[src/hdl/zwpd_pkg.sv]
// ----------------------------------------------------------------------------
// zwpd_pkg
// Shared types and constants of the zero-width payload decoder.
// ----------------------------------------------------------------------------
package zwpd_pkg;

  localparam logic [2:0] ST_OK         = 3'd0;
  localparam logic [2:0] ST_NO_START   = 3'd1;
  localparam logic [2:0] ST_NO_END     = 3'd2;
  localparam logic [2:0] ST_BAD_SYMBOL = 3'd3;
  localparam logic [2:0] ST_PARTIAL    = 3'd4;

  localparam logic [2:0] REG_SYM0   = 3'd0;
  localparam logic [2:0] REG_SYM1   = 3'd1;
  localparam logic [2:0] REG_SYM2   = 3'd2;
  localparam logic [2:0] REG_SYM3   = 3'd3;
  localparam logic [2:0] REG_MARKER = 3'd4;

  localparam logic [23:0] SYM0_RESET   = 24'hE2808B;
  localparam logic [23:0] SYM1_RESET   = 24'hE2808C;
  localparam logic [23:0] SYM2_RESET   = 24'hE2808D;
  localparam logic [23:0] SYM3_RESET   = 24'hEFBBBF;
  localparam logic [23:0] MARKER_RESET = 24'hE281A0;

  localparam logic [1:0] PH_SEARCH  = 2'd0;
  localparam logic [1:0] PH_PAYLOAD = 2'd1;
  localparam logic [1:0] PH_ENDED   = 2'd2;

  typedef struct packed {
    logic       item_kind;
    logic [7:0] data_byte;
    logic [2:0] status;
    logic       last_out;
  } result_t;

endpackage

[src/hdl/zero_width_payload_decoder_core.sv]
// ----------------------------------------------------------------------------
// zero_width_payload_decoder_core
// Results: each input transfer that causes a result writes it into the result queue.
// Throughput: one text byte per cycle while input is ready; a final byte that
// also completes a data byte leaves two results, drained one per cycle from a
// 4-entry queue while out_tready is high; input is ready with >= 2 entries free.
// Reset: synchronous, clears decode state, empties the queue, restores codes.
// ----------------------------------------------------------------------------
// Decodes a payload hidden as zero-width characters in a UTF-8 byte stream.
// ----------------------------------------------------------------------------
module zero_width_payload_decoder_core (
  input  logic        clk,
  input  logic        rst_n,
  input  logic        in_tvalid,
  output logic        in_tready,
  input  logic [7:0]  in_tdata,   // [7:0] text_byte
  input  logic        in_tlast,   // last_in
  output logic        out_tvalid,
  input  logic        out_tready,
  output logic [15:0] out_tdata,  // [7:0] data_byte, [10:8] status, [15:11] zero
  output logic        out_tuser,  // item_kind
  output logic        out_tlast,  // last_out
  input  logic        cfg_valid,
  output logic        cfg_ready,
  input  logic [2:0]  cfg_index,
  input  logic [23:0] cfg_data
);

  logic [23:0] sym0_r, sym1_r, sym2_r, sym3_r, marker_r;

  logic [47:0] win_r, win_nxt;
  logic [2:0]  fill_r, fill_nxt;
  logic [1:0]  phase_r, phase_nxt;
  logic [1:0]  gpos_r, gpos_nxt;
  logic [1:0]  scnt_r, scnt_nxt;
  logic [5:0]  acc_r, acc_nxt;
  logic        mpend_r, mpend_nxt;
  logic [2:0]  fstat_r, fstat_nxt;

  zwpd_pkg::result_t q_r [4];
  logic [1:0] wr_ptr_r, rd_ptr_r;
  logic [2:0] cnt_r;

  logic              in_fire, out_fire;
  logic [47:0]       win_new;
  logic [23:0]       grp;
  logic              sym_hit;
  logic [1:0]        sym_val;
  logic              push_data, push_stat;
  logic [7:0]        data_val;
  logic [2:0]        stat_val;
  zwpd_pkg::result_t data_res, stat_res;
  logic [1:0]        stat_ptr;
  logic [2:0]        push_cnt;

  assign cfg_ready  = 1'b1;
  assign in_tready  = (cnt_r <= 3'd2);
  assign in_fire    = in_tvalid && in_tready;
  assign out_tvalid = (cnt_r != 3'd0);
  assign out_fire   = out_tvalid && out_tready;

  assign out_tdata = {5'd0, q_r[rd_ptr_r].status, q_r[rd_ptr_r].data_byte};
  assign out_tuser = q_r[rd_ptr_r].item_kind;
  assign out_tlast = q_r[rd_ptr_r].last_out;

  assign win_new = {win_r[39:0], in_tdata};
  assign grp     = win_new[23:0];

  always_comb begin
    sym_hit = 1'b1;
    sym_val = 2'd0;
    if (grp == sym0_r) begin
      sym_val = 2'd0;
    end else if (grp == sym1_r) begin
      sym_val = 2'd1;
    end else if (grp == sym2_r) begin
      sym_val = 2'd2;
    end else if (grp == sym3_r) begin
      sym_val = 2'd3;
    end else begin
      sym_hit = 1'b0;
    end
  end

  always_comb begin
    win_nxt   = win_r;
    fill_nxt  = fill_r;
    phase_nxt = phase_r;
    gpos_nxt  = gpos_r;
    scnt_nxt  = scnt_r;
    acc_nxt   = acc_r;
    mpend_nxt = mpend_r;
    fstat_nxt = fstat_r;
    push_data = 1'b0;
    data_val  = 8'd0;
    stat_val  = zwpd_pkg::ST_OK;

    unique case (phase_r)
      zwpd_pkg::PH_SEARCH: begin
        win_nxt = win_new;
        if (fill_r < 3'd6) begin
          fill_nxt = fill_r + 3'd1;
        end
        if (fill_r >= 3'd5 && win_new == {marker_r, marker_r}) begin
          phase_nxt = zwpd_pkg::PH_PAYLOAD;
          gpos_nxt  = 2'd0;
          scnt_nxt  = 2'd0;
          acc_nxt   = 6'd0;
          mpend_nxt = 1'b0;
        end
      end
      zwpd_pkg::PH_PAYLOAD: begin
        win_nxt = win_new;
        if (gpos_r == 2'd2) begin
          gpos_nxt = 2'd0;
          if (grp == marker_r) begin
            if (mpend_r) begin
              phase_nxt = zwpd_pkg::PH_ENDED;
              fstat_nxt = (scnt_r != 2'd0) ? zwpd_pkg::ST_PARTIAL : zwpd_pkg::ST_OK;
            end else begin
              mpend_nxt = 1'b1;
            end
          end else if (mpend_r || !sym_hit) begin
            phase_nxt = zwpd_pkg::PH_ENDED;
            fstat_nxt = zwpd_pkg::ST_BAD_SYMBOL;
          end else if (scnt_r == 2'd3) begin
            push_data = 1'b1;
            data_val  = {acc_r, sym_val};
            scnt_nxt  = 2'd0;
            acc_nxt   = 6'd0;
          end else begin
            acc_nxt  = {acc_r[3:0], sym_val};
            scnt_nxt = scnt_r + 2'd1;
          end
        end else begin
          gpos_nxt = gpos_r + 2'd1;
        end
      end
      default: begin
      end
    endcase

    push_stat = in_tlast;
    if (in_tlast) begin
      if (phase_nxt == zwpd_pkg::PH_SEARCH) begin
        stat_val = zwpd_pkg::ST_NO_START;
      end else if (phase_nxt == zwpd_pkg::PH_PAYLOAD) begin
        stat_val = zwpd_pkg::ST_NO_END;
      end else begin
        stat_val = fstat_nxt;
      end
      win_nxt   = 48'd0;
      fill_nxt  = 3'd0;
      phase_nxt = zwpd_pkg::PH_SEARCH;
      gpos_nxt  = 2'd0;
      scnt_nxt  = 2'd0;
      acc_nxt   = 6'd0;
      mpend_nxt = 1'b0;
      fstat_nxt = zwpd_pkg::ST_OK;
    end
  end

  always_comb begin
    data_res.item_kind = 1'b0;
    data_res.data_byte = data_val;
    data_res.status    = zwpd_pkg::ST_OK;
    data_res.last_out  = 1'b0;
    stat_res.item_kind = 1'b1;
    stat_res.data_byte = 8'd0;
    stat_res.status    = stat_val;
    stat_res.last_out  = 1'b1;
    stat_ptr = wr_ptr_r + {1'b0, push_data};
    push_cnt = in_fire ? ({2'd0, push_data} + {2'd0, push_stat}) : 3'd0;
  end

  always_ff @(posedge clk) begin
    if (!rst_n) begin
      sym0_r   <= zwpd_pkg::SYM0_RESET;
      sym1_r   <= zwpd_pkg::SYM1_RESET;
      sym2_r   <= zwpd_pkg::SYM2_RESET;
      sym3_r   <= zwpd_pkg::SYM3_RESET;
      marker_r <= zwpd_pkg::MARKER_RESET;
    end else if (cfg_valid && cfg_ready) begin
      unique case (cfg_index)
        zwpd_pkg::REG_SYM0:   sym0_r   <= cfg_data;
        zwpd_pkg::REG_SYM1:   sym1_r   <= cfg_data;
        zwpd_pkg::REG_SYM2:   sym2_r   <= cfg_data;
        zwpd_pkg::REG_SYM3:   sym3_r   <= cfg_data;
        zwpd_pkg::REG_MARKER: marker_r <= cfg_data;
        default: begin
        end
      endcase
    end
  end

  always_ff @(posedge clk) begin
    if (!rst_n) begin
      win_r   <= 48'd0;
      fill_r  <= 3'd0;
      phase_r <= zwpd_pkg::PH_SEARCH;
      gpos_r  <= 2'd0;
      scnt_r  <= 2'd0;
      acc_r   <= 6'd0;
      mpend_r <= 1'b0;
      fstat_r <= zwpd_pkg::ST_OK;
    end else if (in_fire) begin
      win_r   <= win_nxt;
      fill_r  <= fill_nxt;
      phase_r <= phase_nxt;
      gpos_r  <= gpos_nxt;
      scnt_r  <= scnt_nxt;
      acc_r   <= acc_nxt;
      mpend_r <= mpend_nxt;
      fstat_r <= fstat_nxt;
    end
  end

  always_ff @(posedge clk) begin
    if (in_fire && push_data) begin
      q_r[wr_ptr_r] <= data_res;
    end
    if (in_fire && push_stat) begin
      q_r[stat_ptr] <= stat_res;
    end
  end

  always_ff @(posedge clk) begin
    if (!rst_n) begin
      wr_ptr_r <= 2'd0;
      rd_ptr_r <= 2'd0;
      cnt_r    <= 3'd0;
    end else begin
      wr_ptr_r <= wr_ptr_r + push_cnt[1:0];
      if (out_fire) begin
        rd_ptr_r <= rd_ptr_r + 2'd1;
      end
      cnt_r <= cnt_r + push_cnt - {2'd0, out_fire};
    end
  end

endmodule
[config.mk]
export PLATFORM = sky130hd
export DESIGN_NAME = zero_width_payload_decoder_core
export DESIGN_NICKNAME = d
export VERILOG_FILES = /design/src/hdl/zwpd_pkg.sv /design/src/hdl/zero_width_payload_decoder_core.sv
export SDC_FILE = /design/constraint.sdc
export NUM_CORES = 1
export LEC_CHECK = 0
export ABC_AREA = 1
export BUFFER_PORTS_ARGS = -buffer_cell sky130_fd_sc_hd__buf_4
export CAP_MARGIN = 20
export CORE_MARGIN = 3
export CORE_UTILIZATION = 29
export DETAILED_ROUTE_END_ITERATION = 6
export REMOVE_ABC_BUFFERS = 1
export SYNTH_ARGS = -nofsm -noshare
export SYNTH_HDL_FRONTEND = slang
export SYNTH_SLANG_ARGS = --single-unit
[constraint.sdc]
create_clock -name clk -period 3.7 [get_ports clk]
set_clock_uncertainty 0.05 [all_clocks]
set_input_delay 0.37 -clock clk [delete_from_list [all_inputs] [get_ports clk]]
set_output_delay 0.37 -clock clk [all_outputs]
set_load 0.05 [all_outputs]
After elaboration in Yosys (flattened, before gate mapping)
Memories as Yosys holds them, arrays and structs flattened. A register that Yosys moved wholly into a read port is not among the register bits. Index checks and enable logic that the tools add are counted.

Bits in registers: 186. Bits in writable memories: 52. Output and inout port bits: 21. Memories kept: 1.

Add/subtract/negate cells: 9. $lt $le $gt $ge: 3. Eq/ne operators: 19. Multiplexer cells: 69. Reductions and logical operators: 27.

Memories: q_r (words 4, width 13, read ports 1, clocked after Yosys merged registers in 1, write ports 2, line zero_width_payload_decoder_core.sv:40) `zwpd_pkg::result_t q_r [4];`.

Operators with widths (number): $eq 24x24->1 (5); $mux 40 (2); $eq 48x48->1 (1); $mux 2 (21); $mux 8 (5); $mux 3 (13); $mux 6 (6); $mux 1 (17); $ne 3x3->1 const B (5); $pmux 2 s2 (3); $pmux 6 s2 (1); $reduce_and 2->1 (6); $reduce_bool 2->1 (4); $add 2x1->2 const B (3); $eq 3x2->1 const B (2); $reduce_and 3->1 (2); $reduce_and 6->1 (1); $reduce_bool 3->1 (2); $logic_and 1x1->1 (5); $reduce_and 5->1 (1); $eq 2x1->1 const B (2); $eq 2x2->1 const B (2); $logic_not 2->1 (2); $add 3x1->3 const B (1); other kinds (15) (15).

Logic depth before layout (Yosys ltp)
Depth in word-level cells: 15. Gate-level depth with buffers: 23. Depth with buffers taken out: 22.

Worst setup path after synthesis
No wires, ideal clock.

Path kind: input to register. Start: input in_tdata[3]. End: register cnt_r[2]. Library setup time: 0.128 ns. Arrival: 2.725 ns. Data required time: 3.522 ns. Slack: 0.797 ns. Stages on the path: 21. Cells stage by stage: buf_4 -> inv_1 -> nand2_1 -> a21oi_1 -> nand2_1 -> nor2_1 -> nand3_2 -> nand2_2 -> nor2_2 -> nand3_4 -> inv_1 -> ha_1 -> nand2_1 -> ha_1 -> inv_1 -> ha_1 -> inv_1 -> fa_1 -> xor2_1 -> inv_1 -> nor2_1.

Longest elaborated chain between the ends: 15. Elaborated cells between the ends (all ways): 19. Classes of those cells: add/sub (3); eq/ne (5); mux (9); reduce/logical (2).

Ends and longest elaborated chain: from (decl) (line zero_width_payload_decoder_core.sv:16) `input logic [7:0] in_tdata,`; $eq 24x24->1 (line zero_width_payload_decoder_core.sv:78) `end else if (grp == sym3_r) begin`; $mux 1 (line zero_width_payload_decoder_core.sv:78); $mux 1 (line zero_width_payload_decoder_core.sv:76) `end else if (grp == sym2_r) begin`; $mux 1 (line zero_width_payload_decoder_core.sv:74) `end else if (grp == sym1_r) begin`; $mux 1 (line zero_width_payload_decoder_core.sv:72) `if (grp == sym0_r) begin`; $logic_not 1->1 (line zero_width_payload_decoder_core.sv:123) `end else if (mpend_r || !sym_hit) begin`; $logic_or 1x1->1 (line zero_width_payload_decoder_core.sv:123); $mux 1 (line zero_width_payload_decoder_core.sv:123); $mux 1 (*) (line zero_width_payload_decoder_core.sv:116) `if (grp == marker_r) begin`; $mux 1 (*) (line zero_width_payload_decoder_core.sv:114) `if (gpos_r == 2'd2) begin`; $mux 1 (*) (line zero_width_payload_decoder_core.sv:98) `unique case (phase_r)`; $add 1x1->2 (*) (line zero_width_payload_decoder_core.sv:173) `push_cnt = in_fire ? ({2'd0, push_data} + {2'd0, push_stat}) : 3'd0;`; $mux 2 (*) (line zero_width_payload_decoder_core.sv:173); $add 3x2->3 (*) (line zero_width_payload_decoder_core.sv:237) `cnt_r <= cnt_r + push_cnt - {2'd0, out_fire};`; $sub 3x1->3 (*) (line zero_width_payload_decoder_core.sv:237); to (signal assigned) (line zero_width_payload_decoder_core.sv:237); to (decl) (line zero_width_payload_decoder_core.sv:42) `logic [2:0] cnt_r;`.

Every way passes the cells marked *; elsewhere a longest branch is shown, timed or not. A chain may end at the register's enable or synchronous reset.

Worst setup path in the final report
Start: register win_r[2]. End: register cnt_r[2].

Longest elaborated chain between the ends: 15. Elaborated cells between the ends (all ways): 19. Classes of those cells: add/sub (3); eq/ne (5); mux (9); reduce/logical (2).

Ends and longest elaborated chain: from (decl) (line zero_width_payload_decoder_core.sv:31) `logic [47:0] win_r, win_nxt;`; from (signal assigned) (line zero_width_payload_decoder_core.sv:207) `win_r <= win_nxt;`; $eq 24x24->1 (line zero_width_payload_decoder_core.sv:78); $mux 1 (line zero_width_payload_decoder_core.sv:78); $mux 1 (line zero_width_payload_decoder_core.sv:76); $mux 1 (line zero_width_payload_decoder_core.sv:74); $mux 1 (line zero_width_payload_decoder_core.sv:72); $logic_not 1->1 (line zero_width_payload_decoder_core.sv:123); $logic_or 1x1->1 (line zero_width_payload_decoder_core.sv:123); $mux 1 (line zero_width_payload_decoder_core.sv:123); $mux 1 (*) (line zero_width_payload_decoder_core.sv:116); $mux 1 (*) (line zero_width_payload_decoder_core.sv:114); $mux 1 (*) (line zero_width_payload_decoder_core.sv:98); $add 1x1->2 (*) (line zero_width_payload_decoder_core.sv:173); $mux 2 (*) (line zero_width_payload_decoder_core.sv:173); $add 3x2->3 (*) (line zero_width_payload_decoder_core.sv:237); $sub 3x1->3 (*) (line zero_width_payload_decoder_core.sv:237).

Marks and branches as above.

==> out/results.ini <==
[synthesis]
synth-compound-area-share_pct = 14.5
synth.yosys.seq_area_share_pct = 40.6
dominant_combinational_cell_family_by_area_after_synthesis = simple AND/OR/NAND/NOR gates
synth_adder_area_share_pct = 1.22
ys_ff_latch = 236
synth-edff-count = 12
synth_simple_gate_area_share_pct = 28.4
ys_top_cells_by_area = dfxtp_1 (38%), nand2_1 (16%), inv_1 (7.7%), nor2_1 (7.5%), a21oi_1 (5.4%)
syn_area_per_cell_um2 = 6.63
post-synth-top-area-cell = dfxtp_1
postSynth.asyncResetShare_pct = 0
post_synthesis_instance_total = 1802
syn_area_mm2 = 0.0119
synth.lib_cells_used.distinct = 40
synth_top_area_share_pct = 37.5
share_of_cell_area_taken_by_muxes_after_synthesis_pct = 0
ys.warnings.count = 0
synth_top_flop_cell = dfxtp_1
synth_xor_xnor_area_share_pct = 3.52

[sta]
worst_pin_slew_ns = 0.987
setup_tns_ns = 0
slew_headroom_pct = 34.1
post-route-period-util_pct = 91.5
post-route-min-period_ns = 3.39
maxClockFrequency_ghz = 0.295
setup_viol = 0
grt_setup_unrepaired = no
final_max_slew_viol_count = 0
timing.final.hold_violations = 0

[power]
p_leak_nw = 6.46
ir_worst_vdd_uv = 302
power_density_mw_per_mm2 = 498

[floorplanning]
dieArea_mm2 = 0.0437
floorplan.core_area_mm2 = 0.0402
die_y_um = 209
floorplan.die.width_um = 209
io_pins = 62
floorplan.initialDensity_pct = 29.7
placement_rows = 73

[critical_path]
setup.worst_path.class = flip-flop to flip-flop
data_arrival_time_of_the_worst_path_ns = 3.76
cp.required_ns = 4.08
critPathCaptureType = flip-flop
critPathLaunchType = flip-flop
worst_r2r_startpoint = win_r[2]
critPathMaxFanout = 7
slowest_delay_ns = 0.45
crit_path_top_delay_cell = dfxtp_1
chain_of_cells_forming_the_critical_path = inv_2 > nand2_1 > nand2_1 > nor2_1 > nand2_1 > nor2_1 > nand3_2 > nand2_4 > inv_2 > nand2_4 > nand3_4 > inv_1 > ha_1 > nand2_1 > ha_1 > inv_1 > ha_1 > inv_1 > fa_1 > xor2_1 > inv_1 > nor2_1
cp-startpoint = win_r[2]
timing.reg2reg.worst_path_depth = 22

[final_layout]
finish.net_count = 1893
core_util_final_pct = 34.3
synthToLayoutAreaGrowth_pct = 15.6
insertedDiodeCount = 0
layout-drive-gt1-share_pct = 9.73

[min_path]
min_from = cfg_data[18]
hold_path_class = primary input to flip-flop
worst_hold_path.num_cells = 3

[route]
first_pass_iters = 5
detail_route.vias_per_cell = 4.62
antenna_violating_nets_post_route = 0
avgRoutedWirePerCell_um = 13.8
drc = 0
detailedRoute.firstIterationViolations = 907
route.final.wire_length_um = 33000
num_vias = 11015

[cts]
cts_root_buf = clkbuf_16
clock_latency_ns = 0.55
cts.clk_slew.worst_paths_ns = 0.06
ctsHtreeMaxLevel = 1
cts_tree = built
cts_buffers = 26
max-clock-path-buffers = 3
numClockSinks = 236

[run_status]
outcome = finished clean

[run]
reported_max_cap_violation_count = 0

[global_route]
track_usage_pct = 14.8
antenna_violations_before_repair = 0
grt_start_max_net_pins = 71
grt_first_pass_wirelength_um = 53500
number_of_global_route_vias_before_repair = 10311
gr-total-overflow = 0

[placement]
hpwlAfterDp_um = 23100
portBuffers = 55
gp_routability_congestion = 0.888

==> final timing paths <==
path | end | slack, ns
max | cnt_r[2] | 0.31
min | sym3_r[18] | 0.03
max reg2reg | cnt_r[2] | 0.31
min reg2reg | q_r[1][0] | 0.40
==> logic make-up after synthesis <==
group	count (synthesis)
other cells	2
simple gates	838
buf+inv	351
xor+xnor	48
fa+ha+maj	11
flops	236
compound gates	316
==> routing by layer <==
| layer | vias up | GRT usage [%] | share of wire, % |
|---|---|---|---|
| met5 | - | 0 | 0 |
| met4 | 0 | 3.67 | 2.0 |
| met3 | 49 | 2.34 | 5.8 |
| met2 | 269 | 24.6 | 46 |
| met1 | 5013 | 20.3 | 46 |
| li1 | 5684 | - | - |
==> worst max-delay path: cells and delay by family (launching register included) <==
kind	cells	cell delay (ns)
adders and majority gates	4	0.95
xor gates and xnor gates	1	0.17
DFF	1	0.45
and+or+nand+nor	11	1.21
buffers and inverters	6	0.44
==> state kept, by name, indices dropped and copies added, names as in the netlist, 3 cells and up, named ones only <==
signal and count:
acc_r 6, sym0_r 24, fstat_r 3, sym3_r 24, fill_r 3, win_r 40, cnt_r 3, sym1_r 24
sym2_r 24, q_r 48, marker_r 24
==> power breakdown <==
part	leakage (nW)	internal [mW]	switching (mW)
logic	4.11	0.453	0.962
registers	1.93	2.77	0.131
clock network	0.422	1.48	1.07
total	6.46	4.71	2.16
==> cells in the mapped netlist, types with 2 or more instances <==
library cell,number
inv_1,246
a21oi_1,129
nand2_4,3
xor2_1,36
nor2_1,239
nand2b_1,2
buf_2,9
inv_2,25
nand3_2,6
nor2_8,2
conb_1,2
nand2_1,516
o211ai_1,29
edfxtp_1,12
buf_6,3
dfxtp_1,224
nand2_2,4
o21ai_2,2
ha_1,10
nand3_1,39
xnor2_1,12
nor2_2,5
o21ai_0,108
o22ai_1,44
clkbuf_1,56
buf_4,8
nand3_4,3
clkbuf_8,2
nor3_1,8
nand4_1,8
==> metrics by stage <==
step,worst slack [ns],power [mW],hold WS [ns],area (um^2),cells
2_1_floorplan,0.123,3.90,0.364,11600,1727
3_3_place_gp,0.287,4.35,0.377,12900,2333
3_5_place_dp,0.312,4.37,0.384,12900,2333
4_1_cts,0.287,6.94,0.00467,13700,2383
5_1_grt,0.0623,7.24,0.0176,13800,2386
6_report,0.314,6.87,0.0260,13800,2386
==> cells in the final DEF (no fill, tap or decap), drive strengths merged <==
cell type,Yosys,routed
nor3,8,8
nor3b,1,1
bufinv,0,1
clkbuf,58,36
fa,1,1
edfxtp,12,12
a21boi,1,1
nor2b,1,1
nor4,1,1
nand4,8,8
nand2,523,523
nor2,246,246
nand2b,2,2
o2111ai,1,1
a31oi,1,1
inv,271,271
xor2,36,36
ha,10,10
a21oi,130,130
dlygate4sd3,0,2
o211ai,29,29
nand3,48,48
o21ai,110,110
conb,2,6
xnor2,12,12
o22ai,44,44
clkinv,1,12
buf,21,84
dfxtp,224,224
==> what timing repair did <==
item	4_1_cts	5_1_grt
hold endpoints to repair	2	0
gates resized for setup	0	1
hold buffers	2	0
setup endpoints to repair	0	1
buffers inserted	0	0
==> layout make-up <==
| class | count | area, um^2 |
|---|---|---|
| clock buffers | 36 | 748 |
| inverters | 272 | 1020 |
| clock inverters | 12 | 96.3 |
| repair buffers | 86 | 703 |
| flip-flops and latches | 236 | 4840 |
| fillers | 4329 | 26400 |
| well taps | 525 | 657 |
| multi-input cells | 1219 | 5730 |
Note: power is estimated with default switching activity, not from simulation.
